--- src/hw/rtl/spp_pkg.sv ---
// Types, constants and helper functions of the starfield point projector.
`timescale 1ns / 1ps
package spp_pkg;

  localparam int DVD_W  = 27;  // magnitude of a coordinate times 3200
  localparam int DVS_W  = 15;  // divisor width (advanced depth)
  localparam int Z_W    = 15;
  localparam int N_LANE = 2;

  localparam int LANE_X  = 0;  // x * 3200 / z
  localparam int LANE_Y  = 1;  // y * 3200 / z

  // y * 3200 / 457 is 7y + y / 457; the second term uses a reciprocal multiply.
  localparam logic [15:0]      Y_RECIP       = 16'd36712;  // 2^24 / 457 rounded up
  localparam int               Y_RECIP_SHIFT = 24;

  localparam logic [Z_W-1:0]   NEAR_LIMIT = 15'd3200;
  localparam logic [15:0]      X_CENTER   = 16'd640;
  localparam logic [15:0]      Y_CENTER   = 16'd200;
  localparam logic [14:0]      X_LIMIT    = 15'd639;
  localparam logic [15:0]      Y_LIMIT    = 16'd400;
  localparam logic [Z_W-1:0]   FAR_SHADE  = 15'd26000;
  localparam logic [Z_W-1:0]   MID_SHADE  = 15'd20000;
  localparam logic [3:0]       SHADE_HI   = 4'd8;
  localparam logic [7:0]       MASK_HIDE  = 8'hff;
  localparam logic [7:0]       MASK_MSB   = 8'h80;

  typedef enum logic [1:0] {
    REG_DEPTH_SPEED = 2'd0,
    REG_PAGE_BASE   = 2'd1,
    REG_KEEP_DEPTH  = 2'd2
  } reg_index_t;

  typedef struct packed {
    logic signed [15:0] star_x;
    logic signed [15:0] star_y;
    logic signed [15:0] star_depth;
    logic [7:0]         star_tint;
  } star_in_t;

  typedef struct packed {
    logic [14:0] new_depth;
    logic        visible;
    logic [15:0] pixel_address;
    logic [2:0]  pixel_bit;
    logic [7:0]  bit_mask;
    logic [3:0]  pixel_color;
    logic [15:0] record_word;
    logic        record_word_write;
  } star_out_t;

  typedef struct packed {
    logic [DVS_W-1:0] rem;
    logic [DVD_W-1:0] dvd;
    logic [DVS_W-1:0] dvs;
  } div_lane_t;

  typedef struct packed {
    logic [Z_W-1:0] z;
    logic           neg_x;
    logic           neg_y;
    logic [7:0]     tint;
    logic           hide_near;
  } star_ctx_t;

  typedef struct packed {
    star_ctx_t                    ctx;
    div_lane_t [N_LANE-1:0]       lane;
  } div_pipe_t;

  // Magnitude times 3200 (2048 + 1024 + 128) by shifts and adds.
  function automatic logic [DVD_W-1:0] scale_3200(input logic [15:0] a);
    logic [DVD_W-1:0] e;
    e = DVD_W'(a);
    return (e << 11) + (e << 10) + (e << 7);
  endfunction

  // Absolute value of a 16-bit signed number as an unsigned 16-bit value.
  function automatic logic [15:0] mag16(input logic signed [15:0] v);
    return v[15] ? 16'(-v) : 16'(v);
  endfunction

endpackage

--- src/hw/rtl/spp_front.sv ---
// Input stage: depth advance, operand magnitudes and the near cull.
`timescale 1ns / 1ps
module spp_front (
  input  logic              clk,
  input  logic              rst,
  input  logic              en,
  input  logic              in_vld,
  input  spp_pkg::star_in_t star,
  input  logic [15:0]       depth_speed,
  output logic              vld,
  output spp_pkg::div_pipe_t pipe
);
  import spp_pkg::*;

  logic [15:0]      depth_sum;
  logic [Z_W-1:0]   z;
  logic [15:0]      ax;
  logic [15:0]      ay;
  logic [16:0]      five_x;
  logic [18:0]      seven_y;
  logic [31:0]      frac_prod;
  logic [15:0]      near_y;
  logic [DVD_W-1:0] prod_x;
  logic [DVD_W-1:0] prod_y;
  logic             hide_n;
  div_pipe_t        pipe_next;

  // A negative advanced depth keeps its low 15 bits, so z is always the low 15 bits.
  assign depth_sum = 16'(star.star_depth) + depth_speed;
  assign z         = depth_sum[Z_W-1:0];

  assign ax     = mag16(star.star_x);
  assign ay     = mag16(star.star_y);
  assign prod_x = scale_3200(ax);
  assign prod_y = scale_3200(ay);

  // x * 3200 / 640 is exactly 5x; its magnitude is compared modulo 65536.
  assign five_x  = (17'(ax) << 2) + 17'(ax);

  // y * 3200 / 457 is 7y plus y / 457, the latter by reciprocal multiplication.
  assign seven_y   = (19'(ay) << 3) - 19'(ay);
  assign frac_prod = 32'(ay) * 32'(Y_RECIP);
  assign near_y    = seven_y[15:0] + 16'(frac_prod[31:Y_RECIP_SHIFT]);

  assign hide_n = (z <= NEAR_LIMIT)
                  && ((five_x[15:0] >= 16'(z)) || (near_y >= 16'(z)));

  always_comb begin
    pipe_next.ctx.z         = z;
    pipe_next.ctx.neg_x     = star.star_x[15];
    pipe_next.ctx.neg_y     = star.star_y[15];
    pipe_next.ctx.tint      = star.star_tint;
    pipe_next.ctx.hide_near = hide_n;
    pipe_next.lane[LANE_X]  = '{rem: '0, dvd: prod_x, dvs: z};
    pipe_next.lane[LANE_Y]  = '{rem: '0, dvd: prod_y, dvs: z};
  end

  // Stage register.
  always_ff @(posedge clk) begin
    if (rst) begin
      vld <= 1'b0;
    end else if (en) begin
      vld <= in_vld;
    end
  end

  always_ff @(posedge clk) begin
    if (en) begin
      pipe <= pipe_next;
    end
  end

endmodule

--- src/hw/rtl/spp_div_stage.sv ---
// One restoring-division step for each lane, with its stage register.
`timescale 1ns / 1ps
module spp_div_stage (
  input  logic               clk,
  input  logic               rst,
  input  logic               en,
  input  logic               in_vld,
  input  spp_pkg::div_pipe_t in_pipe,
  output logic               vld,
  output spp_pkg::div_pipe_t pipe
);
  import spp_pkg::*;

  div_pipe_t pipe_next;

  // Shift the next dividend bit into the remainder and subtract the divisor when it fits.
  // The quotient bit enters the dividend word from the bottom.
  always_comb begin
    logic [DVS_W:0] t;
    logic [DVS_W:0] diff;
    logic           ge;
    pipe_next = in_pipe;
    for (int i = 0; i < N_LANE; i++) begin
      t    = {in_pipe.lane[i].rem, in_pipe.lane[i].dvd[DVD_W-1]};
      diff = t - {1'b0, in_pipe.lane[i].dvs};
      ge   = (t >= {1'b0, in_pipe.lane[i].dvs});
      pipe_next.lane[i].rem = ge ? diff[DVS_W-1:0] : t[DVS_W-1:0];
      pipe_next.lane[i].dvd = {in_pipe.lane[i].dvd[DVD_W-2:0], ge};
    end
  end

  always_ff @(posedge clk) begin
    if (rst) begin
      vld <= 1'b0;
    end else if (en) begin
      vld <= in_vld;
    end
  end

  always_ff @(posedge clk) begin
    if (en) begin
      pipe <= pipe_next;
    end
  end

endmodule

--- src/hw/rtl/spp_back.sv ---
// Output stages: screen position, culling, address, mask and shade.
`timescale 1ns / 1ps
module spp_back (
  input  logic               clk,
  input  logic               rst,
  input  logic               en,
  input  logic               in_vld,
  input  spp_pkg::div_pipe_t in_pipe,
  input  logic [15:0]        page_base,
  input  logic               keep_depth_mode,
  output logic               vld,
  output spp_pkg::star_out_t result
);
  import spp_pkg::*;

  logic [15:0]    qx;
  logic [15:0]    qy;
  logic [15:0]    px_next;
  logic [15:0]    py_next;
  logic           hide_next;

  logic           s1_vld;
  logic [Z_W-1:0] s1_z;
  logic [7:0]     s1_tint;
  logic [15:0]    s1_px;
  logic [15:0]    s1_py;
  logic           s1_hide;

  logic           vis;
  logic [7:0]     pyh;
  logic [15:0]    addr;
  logic [2:0]     bit_idx;
  logic [3:0]     color;
  star_out_t      result_next;

  // Only the low 16 bits of each signed quotient matter after the centre offset.
  assign qx  = in_pipe.lane[LANE_X].dvd[15:0];
  assign qy  = in_pipe.lane[LANE_Y].dvd[15:0];

  assign px_next   = (in_pipe.ctx.neg_x ? 16'(-qx) : qx) + X_CENTER;
  assign py_next   = (in_pipe.ctx.neg_y ? 16'(-qy) : qy) + Y_CENTER;
  assign hide_next = in_pipe.ctx.hide_near;

  // First stage register: centred coordinates and near-cull outcome.
  always_ff @(posedge clk) begin
    if (rst) begin
      s1_vld <= 1'b0;
    end else if (en) begin
      s1_vld <= in_vld;
    end
  end

  always_ff @(posedge clk) begin
    if (en) begin
      s1_z    <= in_pipe.ctx.z;
      s1_tint <= in_pipe.ctx.tint;
      s1_px   <= px_next;
      s1_py   <= py_next;
      s1_hide <= hide_next;
    end
  end

  // Screen bounds: x on the halved grid, y before halving.
  assign vis = !s1_hide && !s1_px[15] && (s1_px[15:1] < X_LIMIT)
               && !s1_py[15] && (s1_py < Y_LIMIT);

  // Row times 80 is row times 64 plus row times 16.
  assign pyh     = s1_py[8:1];
  assign bit_idx = s1_px[3:1];
  assign addr    = 16'({pyh, 6'b0}) + 16'({pyh, 4'b0}) + 16'(s1_px[10:4]) + page_base;

  // Depth shading: far stars take SHADE_HI alone, near stars get SHADE_HI added to the tint.
  assign color = (s1_z > FAR_SHADE) ? SHADE_HI
                 : (((s1_z < MID_SHADE) ? SHADE_HI : 4'd0) + s1_tint[3:0]);

  always_comb begin
    result_next           = '0;
    result_next.new_depth = s1_z;
    if (vis) begin
      result_next.visible           = 1'b1;
      result_next.pixel_address     = addr;
      result_next.pixel_bit         = bit_idx;
      result_next.bit_mask          = MASK_MSB >> bit_idx;
      result_next.pixel_color       = color;
      result_next.record_word       = addr;
      result_next.record_word_write = 1'b1;
    end else begin
      result_next.bit_mask = MASK_HIDE;
      if (keep_depth_mode) begin
        result_next.record_word       = 16'(s1_z);
        result_next.record_word_write = 1'b1;
      end
    end
  end

  // Output register.
  always_ff @(posedge clk) begin
    if (rst) begin
      vld <= 1'b0;
    end else if (en) begin
      vld <= s1_vld;
    end
  end

  always_ff @(posedge clk) begin
    if (en) begin
      result <= result_next;
    end
  end

endmodule

--- src/hw/rtl/starfield_point_projector.sv ---
// Top level of the starfield point projector: configuration and the pipeline.
//
//   Channel  Signals                           Direction  Payload
//   star     star_valid / star_ready           in         star_in_t record
//   result   result_valid / result_ready       out        star_out_t record
//   cfg      cfg_valid / cfg_ready             in         cfg_index, cfg_data
//
// One star enters per cycle unless the result is stalled; its result passes through
// one input stage, 27 divider stages (one quotient bit per stage, two lanes)
// and two output stages. Synchronous reset clears the valid bits and config registers.
// A stalled result holds the whole pipeline in place; star_ready follows it.
// Configuration writes are taken in every cycle.
`timescale 1ns / 1ps
module starfield_point_projector (
  input  logic               clk,
  input  logic               rst,
  input  logic               star_valid,
  output logic               star_ready,
  input  spp_pkg::star_in_t  star,
  output logic               result_valid,
  input  logic               result_ready,
  output spp_pkg::star_out_t result,
  input  logic               cfg_valid,
  output logic               cfg_ready,
  input  logic [1:0]         cfg_index,
  input  logic [15:0]        cfg_data
);
  import spp_pkg::*;

  logic [15:0] depth_speed;
  logic [15:0] page_base;
  logic        keep_depth_mode;
  logic        en;
  logic        vld  [0:DVD_W];
  div_pipe_t   pipe [0:DVD_W];

  // Configuration registers.
  assign cfg_ready = 1'b1;

  always_ff @(posedge clk) begin
    if (rst) begin
      depth_speed     <= '0;
      page_base       <= '0;
      keep_depth_mode <= 1'b0;
    end else if (cfg_valid && cfg_ready) begin
      case (cfg_index)
        REG_DEPTH_SPEED: depth_speed     <= cfg_data;
        REG_PAGE_BASE:   page_base       <= cfg_data;
        REG_KEEP_DEPTH:  keep_depth_mode <= cfg_data[0];
        default: ;
      endcase
    end
  end

  // The pipeline advances unless a finished result is waiting to be taken.
  assign en         = !result_valid || result_ready;
  assign star_ready = en;

  spp_front u_front (
    .clk         (clk),
    .rst         (rst),
    .en          (en),
    .in_vld      (star_valid),
    .star        (star),
    .depth_speed (depth_speed),
    .vld         (vld[0]),
    .pipe        (pipe[0])
  );

  for (genvar s = 0; s < DVD_W; s++) begin : g_div
    spp_div_stage u_stage (
      .clk     (clk),
      .rst     (rst),
      .en      (en),
      .in_vld  (vld[s]),
      .in_pipe (pipe[s]),
      .vld     (vld[s+1]),
      .pipe    (pipe[s+1])
    );
  end

  spp_back u_back (
    .clk             (clk),
    .rst             (rst),
    .en              (en),
    .in_vld          (vld[DVD_W]),
    .in_pipe         (pipe[DVD_W]),
    .page_base       (page_base),
    .keep_depth_mode (keep_depth_mode),
    .vld             (result_valid),
    .result          (result)
  );

endmodule

--- config.mk ---
export PLATFORM = sky130hd
export DESIGN_NAME = starfield_point_projector
export DESIGN_NICKNAME = d
export VERILOG_FILES = /design/src/hw/rtl/spp_pkg.sv /design/src/hw/rtl/spp_front.sv /design/src/hw/rtl/spp_div_stage.sv /design/src/hw/rtl/spp_back.sv /design/src/hw/rtl/starfield_point_projector.sv
export SDC_FILE = /design/constraint.sdc
export NUM_CORES = 2
export LEC_CHECK = 0
export BUFFER_PORTS_ARGS = -buffer_cell sky130_fd_sc_hd__buf_2
export CAP_MARGIN = 10
export CORE_UTILIZATION = 57
export CTS_CLUSTER_DIAMETER = 30
export DETAILED_ROUTE_END_ITERATION = 7
export PLACE_DENSITY = 0.73
export SLEW_MARGIN = 20
export SYNTH_ARGS = -nofsm -noshare
export SYNTH_HDL_FRONTEND = slang
export SYNTH_SLANG_ARGS = --single-unit
--- constraint.sdc ---
create_clock -name clk -period 220.7 [get_ports clk]
set_input_delay 33.105 -clock clk [delete_from_list [all_inputs] [get_ports clk]]
set_output_delay 33.105 -clock clk [all_outputs]
set_load 0.005 [all_outputs]
==> reports/metrics.cfg <==
[run_status]
status = finished, final reports clean

[clock_network]
tritoncts = done
numClockSinks = 2263
root_buffer = clkbuf_16
hold_buffers = 0
cts_resized = 0
post_cts_buffers = 0
cts_max_path_buffers = 4
numCtsBuffers = 418
clk_latency_ns = 0.97
h-tree-depth = 5
path_clk_slew_ns = 0.06

[synth]
synth_edf_count = 2201
synth-xor-area-share_pct = 4.59
synthAdderAreaFrac_pct = 12.9
ys_seq_elements = 2263
ys.flop_type = edfxtp_1
synth_seq_area_share_pct = 54.7
yosysWarningCount = 0
synth_top_family_by_area = adder cells
yosys.area_share.simple_pct = 9.37
synthArstFlopShare_pct = 0
synthCells = 10200
synth_compound_area_share_pct = 11.6
synth_area_per_cell_um2 = 12.1
synth_mux_area_share_pct = 3.47
synthesis.nets = 11400
netlist_area_um2 = 123000
synth_cell_type_count = 79

[die]
fp.dieH_um = 467
die-area_um2 = 218000
num_rows = 170
core-area_um2 = 215000
start_util_pct = 57.3
die_x_um = 467
ios = 146

[cells_and_area]
final_nets = 11900
design_area_um2 = 142000
multi_input_area_um2 = 51800
drive_gt1_share_pct = 12.9
register_area_um2 = 67300
fill_cells = 15800
syn2layout_area_growth_pct = 15.0
final_util_pct = 66.0

[worst_hold_path]
hp-start = g_div[19].u_stage.pipe[72]
hold_class = flip-flop to flip-flop

[drt]
wl_per_cell_um = 21.4
drt_iter0_drc = 6839
num_vias = 80900
dr.pass1.iters = 6
wl_um = 296000
ant_nets = 0
vias_per_cell = 5.84
drc = 0

[critical_path]
required_ns = 187.60
r2r-start = depth_speed[2]
max_stage_delay_ns = 0.24
cp-startpoint = result_ready
crit_path_end_kind = primary output
crit_chain = buf_2 > nor2b_2 > inv_8 > buf_2
path_class = input pin to primary output
crit_path_start_kind = input pin
critPathMaxFanout = 67
rrSetupSlack_ns = 215.23
cp.arrival_ns = 34.03
cp_slowest_cell = nor2b_2
crit_top_cell = buf_2

[timing]
max_freq_ghz = 0.0149
setup_viol = 0
slew_violations = 0
rsz0062_at_grt = false
min_period_ns = 67.13
setup_tns_ns = 0
hold_viol_final = 0
fin_skew_ns = 0.0704
post-route-period-util_pct = 30.4
worstMarginPinSlew_ns = 1.13
slew_headroom_pct = 24.7

[global_routing]
track_usage_pct = 27.1
grt_max_degree = 183
grt_pass1_wl_um = 454000
antenna_found_initial = 17
grt_remaining_overflow = 0
grt_pass1_vias = 79600

[power]
ir_worst_vdd_mv = 0.0142
leakage_nw = 58.7
power.density_nw_per_um2 = 15.9

[place]
place_area_um2 = 127000
gp_congestion = 0.939
io_buffers = 139
place_hpwl_um = 223000

[job]
drv_cap = 0

==> layout make-up <==
cell class | instances | area share [%]
timing repair buffer | 226 | 0.993
clock inverter | 304 | 2.38
sequential | 2263 | 47.6
inverter | 910 | 2.42
antenna | 7 | 0.0124
multi-input combinational | 6854 | 36.6
clock buffer | 451 | 7.55
tap | 2838 | 2.51
==> flip-flops by register name, summed over array words and instances, names as in the netlist, 4 cells and up <==
| name | flops |
|---|---|
| g_div.u_stage.pipe | 2026 |
| u_back.result | 63 |
| u_front.pipe | 62 |
| g_div.u_stage.vld | 27 |
| page_base | 16 |
| depth_speed | 15 |
| u_back.s1_px | 15 |
| u_back.s1_py | 15 |
| u_back.s1_z | 15 |
| u_back.s1_tint | 4 |
==> cell usage after synthesis, types with 74 or more instances <==
library cell / count / share of area, %
a21o_1: 159 / 0.97
nand3_1: 112 / 0.46
xor2_1: 196 / 1.4
nor2_1: 687 / 2.1
nand2_1: 464 / 1.4
nor2b_1: 177 / 0.90
xnor2_1: 447 / 3.2
a21oi_1: 871 / 3.5
ha_1: 1025 / 10
o21a_1: 121 / 0.74
o21ai_0: 496 / 2.0
nor3_1: 250 / 1.0
edfxtp_1: 2201 / 54
nand2b_1: 110 / 0.56
a211oi_1: 74 / 0.45
nand4_1: 150 / 0.76
mux2_2: 336 / 3.1
fa_1: 155 / 2.5
clkbuf_1: 131 / 0.40
o31ai_1: 78 / 0.48
inv_1: 910 / 2.8
==> report_power, final <==
group	internal (W)	switching [W]
registers	0.000655	0.0000782
clock network	0.000406	0.000223
logic	0.000385	0.000506
==> cells in the final DEF, fill, tap and decap left out, types with 195 or more instances in the layout <==
master / Yosys / layout
edfxtp_1: 2201 / 2201
ha_1: 1025 / 1025
inv_1: 910 / 909
a21oi_1: 871 / 869
nor2_1: 687 / 686
o21ai_0: 496 / 495
nand2_1: 464 / 464
xnor2_1: 447 / 445
clkbuf_16: 0 / 422
mux2_2: 336 / 336
nor3_1: 250 / 250
xor2_1: 196 / 195
==> critical path, delay by kind of cell <==
kind | cells | cell delay [ns]
buf+inv | 3 | 0.58
simple gates | 1 | 0.24
==> per-layer routing <==
metal  share of wire, %  track usage (%)
met2                 47             44.1
met3                5.5             3.63
met5              0.014                0
met4                3.8             10.5
met1                 44             36.9
==> kinds of logic after synthesis <==
logic type	Yosys count
xor gates and xnor gates	644
AOI/OAI and AO/OA	2307
adders and majority gates	1180
muxes	383
DFF	2263
and+or+nand+nor	2339
buffers and inverters	1069
other	1
==> path summary, 6_finish.rpt <==
path                                                   end  depth (start not counted)
worst max register to register           u_front.pipe[114]                         15
worst min-delay path            g_div[20].u_stage.pipe[73]                          0
worst min register to register  g_div[20].u_stage.pipe[73]                          0
worst max-delay path                            star_ready                          4
==> per-stage QoR <==
| stage | std cells | worst slack [ns] | hold WS, ns | power [W] |
|---|---|---|---|---|
| after floorplan | 10200 | 94.84 | 0.400 | 0.00136 |
| after global placement | 13100 | 153.60 | 0.400 | 0.00160 |
| after detailed placement | 13100 | 153.58 | 0.405 | 0.00161 |
| after CTS | 13800 | 153.57 | 0.371 | 0.00226 |
| after global routing | 13900 | 153.54 | 0.375 | 0.00239 |
| final | 13900 | 153.57 | 0.372 | 0.00225 |
Power figures use the tool's default switching activity.
